<file path="src/dcpf_pkg.sv">
package dcpf_pkg;

    localparam int BUFFER_BYTES = 62;
    localparam int ADDR_W       = $clog2(BUFFER_BYTES);
    localparam int CNT_W        = $clog2(BUFFER_BYTES + 1);
    localparam int BYTE_W       = 8;
    localparam int CFG_IDX_W    = 1;

    localparam logic [CFG_IDX_W-1:0] REG_POLL_CODE  = 1'b0;
    localparam logic [CFG_IDX_W-1:0] REG_IDLE_TICKS = 1'b1;

    localparam logic [BYTE_W-1:0] POLL_CODE_RST  = 8'hAA;
    localparam logic [BYTE_W-1:0] IDLE_TICKS_RST = 8'd3;
    localparam logic [BYTE_W-1:0] IDLE_MAX       = 8'd255;

    localparam logic OP_BYTE = 1'b0;
    localparam logic OP_TICK = 1'b1;

    typedef logic [BYTE_W-1:0] t_byte;
    typedef logic [ADDR_W-1:0] t_addr;
    typedef logic [CNT_W-1:0]  t_count;

endpackage

</file>
<file path="src/dcpf_store.sv">
module dcpf_store (
    input  logic           i_clk,
    input  logic           i_we,
    input  dcpf_pkg::t_addr i_waddr,
    input  dcpf_pkg::t_byte i_wdata,
    input  logic           i_re,
    input  dcpf_pkg::t_addr i_raddr,
    output dcpf_pkg::t_byte o_rdata
);
    import dcpf_pkg::*;

    t_byte r_mem [BUFFER_BYTES];
    t_byte r_rdata;

    always_ff @(posedge i_clk) begin
        if (i_we) begin
            r_mem[i_waddr] <= i_wdata;
        end
    end

    // read data holds until the next read
    always_ff @(posedge i_clk) begin
        if (i_re) begin
            r_rdata <= r_mem[i_raddr];
        end
    end

    assign o_rdata = r_rdata;

endmodule

</file>
<file path="src/daisy_chain_poll_forwarder_core.sv">
// A received byte or a tick that does not end a message gives no result. A tick that ends
// a poll message starts a flush: the stored bytes go out from the message memory (one read
// port, registered read) at one byte per cycle while the output is not stalled, then the
// node id and the sensor level: byte_count + 2 items. Input is stalled during a flush.
// Synchronous active-low reset clears control state and loads the register defaults; the
// message memory is not cleared.
module daisy_chain_poll_forwarder_core (
    input  logic                         i_clk,
    input  logic                         i_rst_n,
    // configuration write port
    input  logic                         i_cfg_we,
    input  logic [dcpf_pkg::CFG_IDX_W-1:0] i_cfg_index,
    input  logic [dcpf_pkg::BYTE_W-1:0]  i_cfg_data,
    // input item channel
    input  logic                         i_in_valid,
    output logic                         o_in_stall,
    input  logic                         i_op,
    input  logic [dcpf_pkg::BYTE_W-1:0]  i_rx_byte,
    input  logic                         i_sensor_level,
    // result item channel
    output logic                         o_out_valid,
    input  logic                         i_out_stall,
    output logic [dcpf_pkg::BYTE_W-1:0]  o_out_byte,
    output logic                         o_last
);
    import dcpf_pkg::*;

    localparam logic [1:0] ST_IDLE  = 2'd0;
    localparam logic [1:0] ST_BYTES = 2'd1;
    localparam logic [1:0] ST_ID    = 2'd2;
    localparam logic [1:0] ST_LEVEL = 2'd3;

    logic [1:0] r_state, n_state;

    // configuration registers
    t_byte r_poll_code, r_idle_ticks;

    // message state
    t_count r_count, n_count;
    logic   r_waiting, n_waiting;
    t_byte  r_idle, n_idle;
    logic   r_held, n_held;
    t_byte  r_first, n_first;

    // flush state
    t_count r_idx, n_idx;
    logic   r_pend, n_pend;

    // output register
    logic   r_o_valid, n_o_valid;
    t_byte  r_o_byte, n_o_byte;
    logic   r_o_last, n_o_last;

    // memory access
    logic   mem_we, mem_re;
    t_byte  mem_rdata;

    logic   in_acc, out_free, load_pend;
    t_byte  idle_inc, node_id;
    logic [CNT_W:0] id_sum;

    dcpf_store u_store (
        .i_clk   (i_clk),
        .i_we    (mem_we),
        .i_waddr (r_count[ADDR_W-1:0]),
        .i_wdata (i_rx_byte),
        .i_re    (mem_re),
        .i_raddr (r_idx[ADDR_W-1:0]),
        .o_rdata (mem_rdata)
    );

    assign o_in_stall = (r_state != ST_IDLE);
    assign in_acc     = i_in_valid && !o_in_stall;
    // output slot is free when empty or being taken this cycle
    assign out_free   = !r_o_valid || !i_out_stall;
    assign load_pend  = (r_state == ST_BYTES) && r_pend && out_free;

    assign idle_inc = (r_idle < IDLE_MAX) ? r_idle + 8'd1 : r_idle;
    // node id is (count - 1) / 2 + 1, i.e. (count + 1) / 2 for a non-empty message
    assign id_sum   = {1'b0, r_count} + {{CNT_W{1'b0}}, 1'b1};
    assign node_id  = BYTE_W'(id_sum >> 1);

    // store a byte while there is room
    assign mem_we = in_acc && (i_op == OP_BYTE) && (r_count < t_count'(BUFFER_BYTES));
    // read ahead while bytes remain and the read register is free or draining
    assign mem_re = (r_state == ST_BYTES) && (r_idx < r_count) && (!r_pend || load_pend);

    always_comb begin
        n_state   = r_state;
        n_count   = r_count;
        n_waiting = r_waiting;
        n_idle    = r_idle;
        n_held    = r_held;
        n_first   = r_first;
        n_idx     = r_idx;
        n_pend    = r_pend;
        n_o_valid = r_o_valid && i_out_stall;
        n_o_byte  = r_o_byte;
        n_o_last  = r_o_last;

        unique case (r_state)
            ST_IDLE: begin
                if (in_acc) begin
                    if (i_op == OP_BYTE) begin
                        // latch sensor level with the first byte of a message
                        if (!r_waiting) begin
                            n_held = i_sensor_level;
                        end
                        if (r_count == '0) begin
                            n_first = i_rx_byte;
                        end
                        if (mem_we) begin
                            n_count = r_count + 1'b1;
                        end
                        n_waiting = 1'b1;
                        n_idle    = '0;
                    end else if (r_waiting) begin
                        n_idle = idle_inc;
                        if (idle_inc >= r_idle_ticks) begin
                            // message done: flush a poll, drop anything else
                            n_waiting = 1'b0;
                            n_idle    = '0;
                            if (r_count != '0 && r_first == r_poll_code) begin
                                n_state = ST_BYTES;
                                n_idx   = '0;
                                n_pend  = 1'b0;
                            end else begin
                                n_count = '0;
                            end
                        end
                    end
                end
            end
            ST_BYTES: begin
                if (load_pend) begin
                    n_o_valid = 1'b1;
                    n_o_byte  = mem_rdata;
                    n_o_last  = 1'b0;
                end
                if (mem_re) begin
                    n_idx  = r_idx + 1'b1;
                    n_pend = 1'b1;
                end else if (load_pend) begin
                    n_pend = 1'b0;
                end
                if (r_idx == r_count && !r_pend) begin
                    n_state = ST_ID;
                end
            end
            ST_ID: begin
                if (out_free) begin
                    n_o_valid = 1'b1;
                    n_o_byte  = node_id;
                    n_o_last  = 1'b0;
                    n_state   = ST_LEVEL;
                end
            end
            ST_LEVEL: begin
                if (out_free) begin
                    n_o_valid = 1'b1;
                    n_o_byte  = {{(BYTE_W-1){1'b0}}, r_held};
                    n_o_last  = 1'b1;
                    n_count   = '0;
                    n_state   = ST_IDLE;
                end
            end
            default: begin
                n_state = ST_IDLE;
            end
        endcase
    end

    always_ff @(posedge i_clk) begin
        if (!i_rst_n) begin
            r_state      <= ST_IDLE;
            r_count      <= '0;
            r_waiting    <= 1'b0;
            r_idle       <= '0;
            r_held       <= 1'b0;
            r_idx        <= '0;
            r_pend       <= 1'b0;
            r_o_valid    <= 1'b0;
            r_poll_code  <= POLL_CODE_RST;
            r_idle_ticks <= IDLE_TICKS_RST;
        end else begin
            r_state   <= n_state;
            r_count   <= n_count;
            r_waiting <= n_waiting;
            r_idle    <= n_idle;
            r_held    <= n_held;
            r_idx     <= n_idx;
            r_pend    <= n_pend;
            r_o_valid <= n_o_valid;
            if (i_cfg_we) begin
                unique case (i_cfg_index)
                    REG_POLL_CODE:  r_poll_code  <= i_cfg_data;
                    REG_IDLE_TICKS: r_idle_ticks <= i_cfg_data;
                    default: begin
                    end
                endcase
            end
        end
    end

    // payload registers, no reset
    always_ff @(posedge i_clk) begin
        r_first  <= n_first;
        r_o_byte <= n_o_byte;
        r_o_last <= n_o_last;
    end

    assign o_out_valid = r_o_valid;
    assign o_out_byte  = r_o_byte;
    assign o_last      = r_o_last;

endmodule

</file>
<file path="config.mk">
export PLATFORM = sky130hd
export DESIGN_NAME = daisy_chain_poll_forwarder_core
export DESIGN_NICKNAME = d
export VERILOG_FILES = /design/src/dcpf_pkg.sv /design/src/dcpf_store.sv /design/src/daisy_chain_poll_forwarder_core.sv
export SDC_FILE = /design/constraint.sdc
export NUM_CORES = 1
export LEC_CHECK = 0
export BUFFER_PORTS_ARGS = -buffer_cell sky130_fd_sc_hd__buf_2
export CAP_MARGIN = 20
export CELL_PAD_IN_SITES_DETAIL_PLACEMENT = 1
export CELL_PAD_IN_SITES_GLOBAL_PLACEMENT = 2
export CORE_ASPECT_RATIO = 0.6
export CORE_UTILIZATION = 48
export DETAILED_ROUTE_END_ITERATION = 8
export GPL_TIMING_DRIVEN = 0
export PLACE_DENSITY_LB_ADDON = 0.08
export SLEW_MARGIN = 20
export SYNTH_ARGS = -nofsm -noshare
export SYNTH_HDL_FRONTEND = slang
export SYNTH_HIERARCHICAL = 1
export SYNTH_SLANG_ARGS = --single-unit
</file>
<file path="constraint.sdc">
create_clock -name i_clk -period 3.5 [get_ports i_clk]
set_input_delay 0.875 -clock i_clk [delete_from_list [all_inputs] [get_ports i_clk]]
set_output_delay 0.875 -clock i_clk [all_outputs]
set_load 0.02 [all_outputs]
</file>
* Word-level counts from Yosys, hierarchy flattened
Memory sizes are Yosys's and may differ from the RTL's. A register that Yosys moved wholly into a read port is not among the register bits.
Cells that the tools add are included.
** Word-level totals
- Bits in registers :: 59
- Bits in writable memories :: 496
- Bits of input ports :: 24
- Output and inout bits :: 11
- Word-level logic and storage cells :: 132
- Memories kept :: 1
** Cells by class
- Add/sub/neg operators :: 4
- Order comparisons :: 4
- Eq/ne operators :: 21
- Muxes and demuxes :: 51
- Bitwise operators :: 3
- Reduce and logical (&&, ||, !) cells :: 35
** Memories
- u_store.r_mem :: depth 62, bits a word 8, read ports 1, clocked after Yosys merged registers in 1, write ports 1, RTL line dcpf_store.sv:12 : t_byte r_mem [BUFFER_BYTES];
** Operators with widths (count)
- $mux W6 :: 13
- $mux W8 :: 7
- $pmux W6 S2 :: 2
- $pmux W8 S3 :: 1
- $reduce_and A7 Y1 :: 3
- $ne A2 B2 Y1 const B :: 9
- $mux W1 :: 16
- $mux W2 :: 8
- $ne A3 B3 Y1 const B :: 5
- $add A6 B1 Y6 const B :: 2
- $reduce_and A4 Y1 :: 3
- $logic_and A1 B1 Y1 :: 10
- $add A8 B1 Y8 const B :: 1
- $eq A8 B8 Y1 :: 1
- $ge A8 B8 Y1 :: 1
- $lt A8 B8 Y1 const B :: 1
- $pmux W2 S4 :: 1
- $reduce_and A8 Y1 :: 1
- $add A6 B1 Y7 const B :: 1
- $eq A6 B6 Y1 :: 1
- $logic_not A6 Y1 :: 1
- $lt A6 B6 Y1 :: 1
- $lt A6 B6 Y1 const B :: 1
- $reduce_and A2 Y1 :: 3
- other kinds (14) :: 25

* Longest topological paths before layout
Gate-level depths: netlist (run 1).
- Depth after elaboration :: 9
- Mapped depth :: 12
- Gate-level depth less buffers :: 12

* By module
Netlist (run 1), hierarchy kept.
** Modules (own cells, without submodules)
- dcpf_store :: instances 1, cells each 929, area each 19623.8 µm², seq. area each 15134.5 µm²
- daisy_chain_poll_forwarder_core :: instances 1, cells each 374, area each 3249.4 µm², seq. area each 1351.3 µm²

* Least setup slack after synthesis (run 1)
No wires, ideal clock.
- Kind :: register to register
- From :: register r_idle[0]
- To :: register r_idx[5]
- Setup time :: 117 ps
- Data arrival time :: 2911 ps
- Required time :: 3383 ps
- Setup slack :: 471 ps
- Stages on the path, launching flop included :: 12
- Path buffers :: 0
- Clock period less this slack :: 3029 ps
- Cells stage by stage :: dfxtp_1 ha_1 and2_1 nand3_1 mux2_2 ha_1 and3_1 o21ai_0 a31o_2 a211o_1 a221o_1 a32o_1
** Between the ends
- Word-level cells in the longest chain between the ends :: 5
- Elaborated cells between the ends (all ways) :: 6
- Those cells by class :: 1 x add/sub; 2 x order compare; 1 x eq/ne; 1 x mux; 1 x reduce/logical
** RTL lines
- start: declaration :: RTL line daisy_chain_poll_forwarder_core.sv:41 : t_byte r_idle, n_idle;
- start signal: assignment :: RTL line daisy_chain_poll_forwarder_core.sv:189 : r_idle <= n_idle;
- $add A8 B1 Y8 / $lt A8 B8 Y1 (equally long branches) :: RTL line daisy_chain_poll_forwarder_core.sv:78 : assign idle_inc = (r_idle < IDLE_MAX) ? r_idle + 8'd1 : r_idle;
- $mux W8 (*) :: RTL line daisy_chain_poll_forwarder_core.sv:78
- $ge A8 B8 Y1 (*) :: RTL line daisy_chain_poll_forwarder_core.sv:119 : if (idle_inc >= r_idle_ticks) begin
- $ne A2 B2 Y1 (no source line) (*)
- $reduce_and A7 Y1 (no source line) (*)
- end signal: assignment :: RTL line daisy_chain_poll_forwarder_core.sv:191 : r_idx <= n_idx;
- end: declaration :: RTL line daisy_chain_poll_forwarder_core.sv:46 : t_count r_idx, n_idx;
Mark *: on every way between the ends. The rest lies on a longest branch, timed or not.
A chain may end at the register's enable or synchronous reset.

* Worst setup path in the final report (run 1)
- From :: register r_idx[1]
- To :: register u_store.r_rdata[0] (netlist: u_store/o_rdata[0]), read port of u_store.r_mem (data pin)
** Between the ends
- Word-level cells in the longest chain between the ends :: 3
** RTL lines
- $lt A6 B6 Y1 :: RTL line daisy_chain_poll_forwarder_core.sv:86 : assign mem_re = (r_state == ST_BYTES) && (r_idx < r_count) && (!r_pend || load_pend);
- $logic_and A1 B1 Y1 (2 in a row) :: RTL line daisy_chain_poll_forwarder_core.sv:86
- end: declaration :: RTL line dcpf_store.sv:13 : t_byte r_rdata;
Parallel ways exist; a longest one is shown, timed or not.

==> impl_metrics.json, run 1 <==
{
  "place.gp.congestion": 0.890,
  "hpwlAfterDp_um": 43100,
  "path_delay_family": "buffers and inverters",
  "netlist_top_cells_area": "edfxtp_1 68%, mux4_2 12%, dfxtp_1 3.7%",
  "cp_data_required_time_ps": 3870,
  "whs_ps": 457,
  "criticalPathCategory": "flip-flop to flip-flop",
  "tightest_slew_ps": 1120,
  "arrival_ps": 3870,
  "drtPass1Iterations": 5,
  "max_freq_mhz": 286,
  "grt_pass1_wl_um": 90900,
  "seq_area_frac_synth": 0.721,
  "avgSynthCellArea_sq_um": 17.6,
  "status": "finished clean",
  "synth_seq_cells": 563,
  "antenna_found_initial": 1,
  "remaining_drc_errors": 0,
  "synth_most_common_cell": "edfxtp_1",
  "yosys-top-cells-count": "521 x edfxtp_1, 117 x mux4_2, 90 x nand2_1, 90 x nor2_1",
  "drtIter0Drc": 1431,
  "synthArstFlopShare": 0,
  "power_density_nw_per_um2": 502,
  "clkSinkCount": 563,
  "ys_warn_count": 6,
  "synth_area_sq_um": 22900,
  "hold_buffers": 0,
  "die-area_sq_um": 48600,
  "area_delta_synth_final_pct": 15.3,
  "p_leak_nw": 8.12,
  "floorplan.initialDensity": 0.490,
  "vias": 13100,
  "slowest_delay_ps": 580,
  "htreeDepth": 2,
  "end_kind": "flip-flop",
  "cts_inserted_buffers": 52,
  "cts_tree": "done",
  "syn_nets": 1349,
  "vdd_drop_max_v": 0.000736,
  "coreArea_sq_um": 46600,
  "path_cells": "clkbuf_4 -> buf_4 -> clkinv_1 -> nand2_1 -> o22ai_1 -> or3_1 -> a31oi_1",
  "setup_violations": 0,
  "yosys.area.top_type": "edfxtp_1",
  "clkLatencyLatePin_ps": 590,
  "place_area_sq_um": 23800,
  "synth_top_flop_cell": "edfxtp_1",
  "clkTransAtPathRegs_ps": 60,
  "root_buffer": "clkbuf_16",
  "placementRows": 61,
  "final_hold_viol_count": 0,
  "timing.final.crit_share": 1.00,
  "wire_per_inst_um": 30.8,
  "synth-edff-count": 521,
  "die_w_um": 284,
  "grt_start_max_net_pins": 64,
  "detail-route-antenna-nets": 0,
  "post-route-min-period_ps": 3500,
  "crit_slowest_cell": "dfxtp_1",
  "drv_slew": 0,
  "finalNetCount": 1459,
  "overflow": 0,
  "cp_max_fo": 10,
  "netlist.area_leader.share": 0.684,
  "finalInstanceArea_sq_um": 26400,
  "pin_count": 35,
  "fin_worst_skew_ps": 23.0,
  "cts_buffer_depth": 3,
  "timing.critical_path.buf_inv": 3,
  "synth_cell_types": 63,
  "synth_cells": 1303,
  "critPathLaunchType": "flip-flop",
  "io_buffers": 33,
  "min_path_type": "flip-flop to flip-flop",
  "wl_um": 64200,
  "die_h_um": 171,
  "grtUsageTotal": 0.266,
  "routed_via_density": 6.28,
  "grt_pass1_vias": 12500,
  "rsz0062_at_grt": "yes",
  "drv_cap": 0,
  "slew_headroom": 0.256,
  "finalPower_w": 0.0132,
  "drive_gt1_frac": 0.249,
  "tns_ps": 0
}
==> cell usage in the layout (no fill, tap or decap), drive strengths merged, types with 18 or more instances in the layout <==
cell,netlist,layout
dfxtp,42,42
a21oi,40,40
nor2b,18,18
buf,30,81
mux4,117,117
clkbuf,31,96
clkinv,1,28
nor2,90,90
ha,22,22
edfxtp,521,521
o22ai,18,18
nand2,90,90
mux2i,42,42
nand3,38,38
inv,29,29
==> worst paths after layout <==
path | end | startpoint | slack [ps] | cells past startpoint
setup / recovery | u_store/o_rdata[0] | r_idx[1] | 2 | 7
hold / removal | r_idle_ticks[2] | r_idle_ticks[2] | 460 | 2
setup reg to reg | u_store/o_rdata[0] | r_idx[1] | 2 | 7
hold reg to reg | r_idle_ticks[2] | r_idle_ticks[2] | 460 | 2
==> repair_timing <==
action	4_1_cts	5_1_grt
buffers inserted	3	19
gates resized for setup	100	35
setup endpoints to repair	512	519
pin swaps	1	17
==> cell families (layout without fill, tap and decap cells) <==
family,after synthesis,count (layout),share of synthesized area
flip-flops,563,563,0.721
AND/OR/NAND/NOR,300,300,0.0613
XOR/XNOR,16,16,0.00613
buffers and inverters,91,244,0.0179
other,0,1,0
adder cells (fa/ha/maj),22,22,0.0120
AO/OA/AOI/OAI,144,144,0.0443
multiplexers,167,167,0.138
==> worst min-delay path: stages, from the launching register on <==
cell	delay, ps
dfxtp_1	310
nand2_1	50
a21oi_1	50
==> cell type report <==
| class | count | area, sq um |
|---|---|---|
| clock buffers | 64 | 1390 |
| flip-flops and latches | 563 | 16500 |
| repair buffers | 56 | 558 |
| fillers | 4168 | 20300 |
| plain buffers | 61 | 340 |
| multi-input cells | 649 | 6420 |
| clock inverters | 33 | 262 |
| diodes | 1 | 2.50 |
| inverters | 30 | 113 |
| well taps | 630 | 788 |
==> state kept, by name, indices dropped and copies added, names as in the netlist <==
signal           count
u_store/r_mem      496
o_out_byte           8
r_first              8
r_idle               8
r_idle_ticks         8
r_poll_code          8
u_store/o_rdata      8
r_count              6
r_idx                6
r_state              2
o_last               1
o_out_valid          1
r_held               1
r_pend               1
r_waiting            1
==> metrics by stage <==
stage               worst slack, ps  utilization  instances
CTS                            6.54        0.554       2067
global route                  -39.1        0.565       2086
global placement               -858        0.511       1966
floorplan                       471            -       1303
detailed placement             -829        0.511       1967
finish                         1.61        0.565       2087
==> power breakdown <==
group / internal [W] / total [W] / switching (W) / leakage [nW]
Clock: 0.00311 / 0.00558 / 0.00247 / 0.805
Combinational: 0.0000643 / 0.000286 / 0.000222 / 2.29
Sequential: 0.00736 / 0.00738 / 0.0000159 / 5.03
==> routing by layer <==
layer / up-vias / GRT usage / routed length [um]
met5: - / 0 / 0
met4: 0 / 0.0423 / 871
met3: 75 / 0.0604 / 5670
met2: 541 / 0.337 / 24900
met1: 7042 / 0.460 / 32800
li1: 5438 / - / -
Note: power is estimated with default switching activity, not from simulation.
==> run 2, diff against run 1 <==
==> constraint.sdc (replaced) <==
create_clock -name i_clk -period 3.62 [get_ports i_clk]
set_input_delay 0.905 -clock i_clk [delete_from_list [all_inputs] [get_ports i_clk]]
set_output_delay 0.905 -clock i_clk [all_outputs]
set_load 0.02 [all_outputs]
==> run 2 against run 1 <==
  * Critical path depth unchanged
  * Cell count decreased by 0.77%
  * Non-clock buffer count decreased by 15
  * Largest cell class unchanged
==> impl_metrics.json, run 2 (synthesis results as in run 1) <==
{
  "status": "finished clean",
  "whs_ps": 456,
  "largest_register": "u_store/r_mem",
  "largest_reg_flops": 496,
  "grt_pass1_wl_um": 90800,
  "drtPass1Iterations": 5,
  "cp_max_fo": 10,
  "io_buffers": 33,
  "post-route-min-period_ps": 3600,
  "remaining_drc_errors": 0,
  "slew_headroom": 0.249,
  "hpwlAfterDp_um": 43100,
  "clkSinkCount": 563,
  "finalInstanceArea_sq_um": 26000,
  "finalNetCount": 1444,
  "timing.final.crit_share": 0.993,
  "detail-route-antenna-nets": 0,
  "grtUsageMet1": 0.456,
  "p_leak_nw": 7.96,
  "htreeDepth": 2,
  "dp_cells": 1967,
  "fin_worst_skew_ps": 23.3,
  "vdd_drop_max_v": 0.000707,
  "clkTransAtPathRegs_ps": 60,
  "arrival_ps": 3810,
  "fin_cells": 2071,
  "grtUsageTotal": 0.266,
  "vias": 12900,
  "place.gp.congestion": 0.890,
  "setup_violations": 0,
  "wl_um": 63400,
  "power_density_nw_per_um2": 492,
  "cts_inserted_buffers": 52,
  "nFillCells": 4196,
  "die_h_um": 171,
  "die_w_um": 284,
  "final_common_cell": "edfxtp_1",
  "drv_slew": 0,
  "r2r_end": "u_store/r_mem[19][7]",
  "regToRegSetupSlack_ps": 20,
  "tightest_slew_ps": 1130,
  "hold_buffers": 0,
  "clkLatencyLatePin_ps": 590,
  "place_area_sq_um": 23800,
  "drv_cap": 0,
  "die-area_sq_um": 48600,
  "final_cell_mix": "521 x edfxtp_1, 117 x mux4_2, 87 x nand2_1",
  "area_delta_synth_final_pct": 13.6,
  "hp-start": "r_idle_ticks[2]",
  "wire_per_inst_um": 30.6,
  "root_buffer": "clkbuf_16",
  "end_kind": "flip-flop",
  "antenna_found_initial": 1,
  "diodes": 0,
  "coreArea_sq_um": 46600,
  "final_hold_viol_count": 0,
  "drive_gt1_frac": 0.241,
  "grtUsageMet2": 0.337,
  "use_met3": 0.0628,
  "routed_via_density": 6.21,
  "criticalPathCategory": "flip-flop to flip-flop",
  "critPathLaunchType": "flip-flop",
  "grt_pass1_vias": 12500,
  "rsz0062_at_grt": "yes",
  "drtIter0Drc": 1386,
  "cts_buffer_depth": 3,
  "worst_r2r_startpoint": "r_state[0]",
  "overflow": 0,
  "placementRows": 61,
  "floorplan.initialDensity": 0.490,
  "tns_ps": 0,
  "max_freq_mhz": 278,
  "busiest_layer": "met1",
  "min_path_type": "flip-flop to flip-flop",
  "grt_start_max_net_pins": 64,
  "holdPathEnd": "r_idle_ticks[2]",
  "cts_tree": "done",
  "rr_worst_depth": 7,
  "pin_count": 35,
  "whs_path_depth": 2,
  "fin_util": 0.557,
  "cp_data_required_time_ps": 3840
}
==> run 2: where the power goes <==
group	internal, W	switching, W
sequential	0.00712	0.0000153
clock	0.00301	0.00238
combinational	0.0000584	0.000209
==> run 2: repair_timing <==
| action | 4_1_cts | 5_1_grt |
|---|---|---|
| pin swaps | 1 | 1 |
| endpoints found under the setup margin | 500 | 427 |
| hold endpoints to repair | 0 | 0 |
| resized for setup | 89 | 33 |
| setup buffers | 3 | 5 |
==> run 2: metal layers <==
layer | routed length, um | vias up
met5 | 0 | -
met4 | 730 | 0
met3 | 6020 | 60
met2 | 24400 | 511
met1 | 32300 | 6879
li1 | - | 5408
==> run 2: area by class of cell <==
class / instances / area [sq um] / area share
Buffer: 60 / 315 / 0.0121
Inverter: 30 / 113 / 0.00433
Timing Repair Buffer: 42 / 253 / 0.00972
Sequential cell: 563 / 16500 / 0.634
Tap cell: 630 / 788 / 0.0303
Clock buffer: 64 / 1390 / 0.0534
Multi-Input combinational cell: 649 / 6390 / 0.246
Clock inverter: 33 / 262 / 0.0101
==> run 2: worst max path at each step <==
stage                     startpoint                    to  slack, ps  cells after the start
after floorplan            r_idle[0]              r_idx[5]        590                     11
after global placement    r_state[0]  u_store/r_mem[34][6]       -740                      8
after detailed placement  r_state[0]   u_store/r_mem[5][1]       -710                      8
after CTS                  r_idle[0]             r_idle[6]         40                     11
after global routing      r_state[1]  u_store/r_mem[19][7]         -7                      7
final                     r_state[0]  u_store/r_mem[19][7]         20                      7
==> run 2: per-stage QoR <==
stage | worst slack [ps] | power (W)
final | 24.0 | 0.0128
after global routing | -6.88 | 0.0131
after CTS | 38.5 | 0.0129
after detailed placement | -709 | 0.00753
after global placement | -738 | 0.00752
after floorplan | 591 | 0.00736
==> run 2: worst max-delay path: stages (launching register included) <==
cell,delay (ps)
dfxtp_1,330
inv_1,100
ha_1,340
clkbuf_2,340
nand3_1,370
a21oi_4,340
nand3_1,630
nor2_2,760
==> run 3, diff against run 2 <==
--- a/config.mk
+++ b/config.mk
@@ -13,7 +13,7 @@
 export CORE_UTILIZATION = 48
 export DETAILED_ROUTE_END_ITERATION = 8
 export GPL_TIMING_DRIVEN = 0
-export PLACE_DENSITY_LB_ADDON = 0.08
+export PLACE_DENSITY = 0.82
 export SLEW_MARGIN = 20
 export SYNTH_ARGS = -nofsm -noshare
 export SYNTH_HDL_FRONTEND = slang
==> run 3 against run 2 <==
  * Count of clock-buffer cells in the layout down 6
  * Total power down 0.85%
  * Setup slack worse by 52 ps
  * Largest cell class unchanged
  * Utilization shrank 0.34 points
  * Hold slack better by 7.8 ps
  * Global-route usage grew 0.54 points
  * Clock power down 2%
  * First-iteration DRC count up 11%
  * The run now ends with negative setup slack left
  * Critical path depth increased by 1
  * Clock skew fell by 7.3 ps
==> impl_metrics.json, run 3 (synthesis results as in run 1) <==
{
  "cp_max_fo": 10,
  "criticalPathCategory": "flip-flop to flip-flop",
  "power_density_nw_per_um2": 491,
  "holdPathEnd": "r_idle_ticks[5]",
  "vias": 13200,
  "max_freq_mhz": 274,
  "setup_violations": 32,
  "largest_reg_flops": 496,
  "pin_count": 35,
  "area_delta_synth_final_pct": 12.9,
  "final_hold_viol_count": 0,
  "crit_slowest_cell": "nor2_2",
  "timing.final.crit_share": 1.01,
  "violations": "negative setup slack",
  "fin_worst_skew_ps": 16.0,
  "cp_data_required_time_ps": 3850,
  "remaining_drc_errors": 0,
  "grt_start_max_net_pins": 64,
  "largest_register": "u_store/r_mem",
  "vdd_drop_max_v": 0.000377,
  "drv_cap": 0,
  "drtIter0Drc": 1543,
  "dp_worst_setup_slack_ps": -614,
  "cts_tree": "done",
  "hpwlAfterDp_um": 44700,
  "critPathLaunchType": "flip-flop",
  "drtPass1Iterations": 5,
  "die-area_sq_um": 48600,
  "floorplan.initialDensity": 0.490,
  "hp-start": "r_idle_ticks[5]",
  "whs_path_depth": 2,
  "arrival_ps": 3880,
  "wire_per_inst_um": 31.8,
  "multi_input_area_sq_um": 6310,
  "use_met3": 0.0611,
  "r2r_end": "u_store/r_mem[60][0]",
  "grtUsageMet2": 0.372,
  "grt_pass1_wl_um": 93400,
  "path_delay_family": "simple AND/OR/NAND/NOR gates",
  "coreArea_sq_um": 46600,
  "routed_via_density": 6.41,
  "diodes": 0,
  "nFillCells": 4184,
  "htreeDepth": 2,
  "post-route-min-period_ps": 3650,
  "seqCellArea_sq_um": 16500,
  "cts_buffer_depth": 3,
  "path_cells": "inv_1 -> ha_1 -> clkbuf_2 -> nand3_1 -> a21oi_4 -> nor2b_1 -> nand2_1 -> nor2_2",
  "cts_inserted_buffers": 51,
  "worst_r2r_startpoint": "r_state[0]",
  "io_buffers": 33,
  "p_leak_nw": 7.91,
  "drive_gt1_frac": 0.240,
  "crit_start": "r_state[0]",
  "die_w_um": 284,
  "clkTransAtPathRegs_ps": 70,
  "grtUsageMet1": 0.442,
  "hold_buffers": 0,
  "finalPower_w": 0.0127,
  "slowest_delay_ps": 640,
  "rsz0062_at_grt": "yes",
  "grtUsageTotal": 0.271,
  "clkSinkCount": 563,
  "end_kind": "flip-flop",
  "busiest_layer": "met1",
  "rr_worst_depth": 8,
  "finalNetCount": 1439,
  "fin_ws_ps": -28.1,
  "grt_pass1_vias": 13000,
  "timing.critical_path.buf_inv": 2,
  "regToRegSetupSlack_ps": -30,
  "place.gp.congestion": 0.950,
  "placementRows": 61,
  "final_common_cell": "edfxtp_1",
  "clkLatencyLatePin_ps": 590,
  "tightest_slew_ps": 1140,
  "overflow": 0,
  "slew_headroom": 0.241,
  "wl_um": 65500,
  "antenna_found_initial": 1,
  "status": "complete, but fails checks",
  "min_path_type": "flip-flop to flip-flop",
  "root_buffer": "clkbuf_16",
  "die_h_um": 171,
  "detail-route-antenna-nets": 0,
  "drv_slew": 0,
  "final_cell_mix": "521 x edfxtp_1, 117 x mux4_2, 89 x nand2_1"
}
run 3: cell count changes in the layout (fill, tap and decap cells not counted), moves of 3 or more:
cell	previous run	this run
buf_4	24	21
clkbuf_1	36	30
clkinv_1	17	10
clkinv_2	10	14
clkinvlp_4	2	5
nor2_2	24	33
nor2_4	37	26
run 3: cell type report:
cell class	instances	share of cell area
Clock buffer	58	0.0520
Inverter	30	0.00450
Sequential cell	563	0.638
Multi-Input combinational cell	649	0.244
Timing Repair Buffer	39	0.00891
Clock inverter	33	0.00978
Buffer	59	0.0120
Tap cell	630	0.0305
run 3: stage by stage:
step / cell area [sq um] / TNS (ps) / utilization / instances / hold slack, ps
5_1_grt: 25800 / -11730 / 0.554 / 2061 / 495
3_5_place_dp: 23800 / -213440 / 0.511 / 1967 / 455
4_1_cts: 25700 / 0 / 0.550 / 2057 / 464
3_3_place_gp: 23800 / -155260 / 0.511 / 1966 / 446
2_1_floorplan: 22900 / 0 / - / 1303 / 436
6_report: 25800 / -431 / 0.554 / 2061 / 464
run 3: what timing repair did:
item | in CTS | in global routing
buffers inserted | 0 | 5
pin swaps | 0 | 1
setup endpoints to repair | 502 | 316
resized for setup | 73 | 31
run 3: worst max path at each step:
| stage | to | slack [ps] | depth (start not counted) |
|---|---|---|---|
| 2_1_floorplan | r_idx[5] | 590 | 11 |
| 3_3_place_gp | u_store/r_mem[34][6] | -860 | 8 |
| 3_5_place_dp | u_store/r_mem[29][6] | -610 | 8 |
| 4_1_cts | u_store/o_rdata[4] | 5 | 8 |
| 5_1_grt | u_store/r_mem[20][0] | -180 | 8 |
| 6_report | u_store/r_mem[60][0] | -30 | 8 |
run 3: layer usage:
metal	vias to the layer above	part of all wire	wire length [um]
met4	0	0.014	942
met2	552	0.42	27200
met3	63	0.089	5810
met5	-	0	0
met1	7205	0.48	31500
li1	5385	-	-
run 3: where the power goes:
group          internal, W  switching, W  leakage (nW)  total, W
sequential         0.00712     0.0000146          5.03   0.00713
combinational    0.0000563      0.000207          2.10  0.000263
clock              0.00288       0.00241         0.785   0.00529
run 3: worst register-to-register path: cells and delay by family (launching register included):
family          cells  cell delay [ps]
compound gates      1              330
fa+ha+maj           1              290
simple gates        4             1920
buf+inv             2              420
flops               1              330
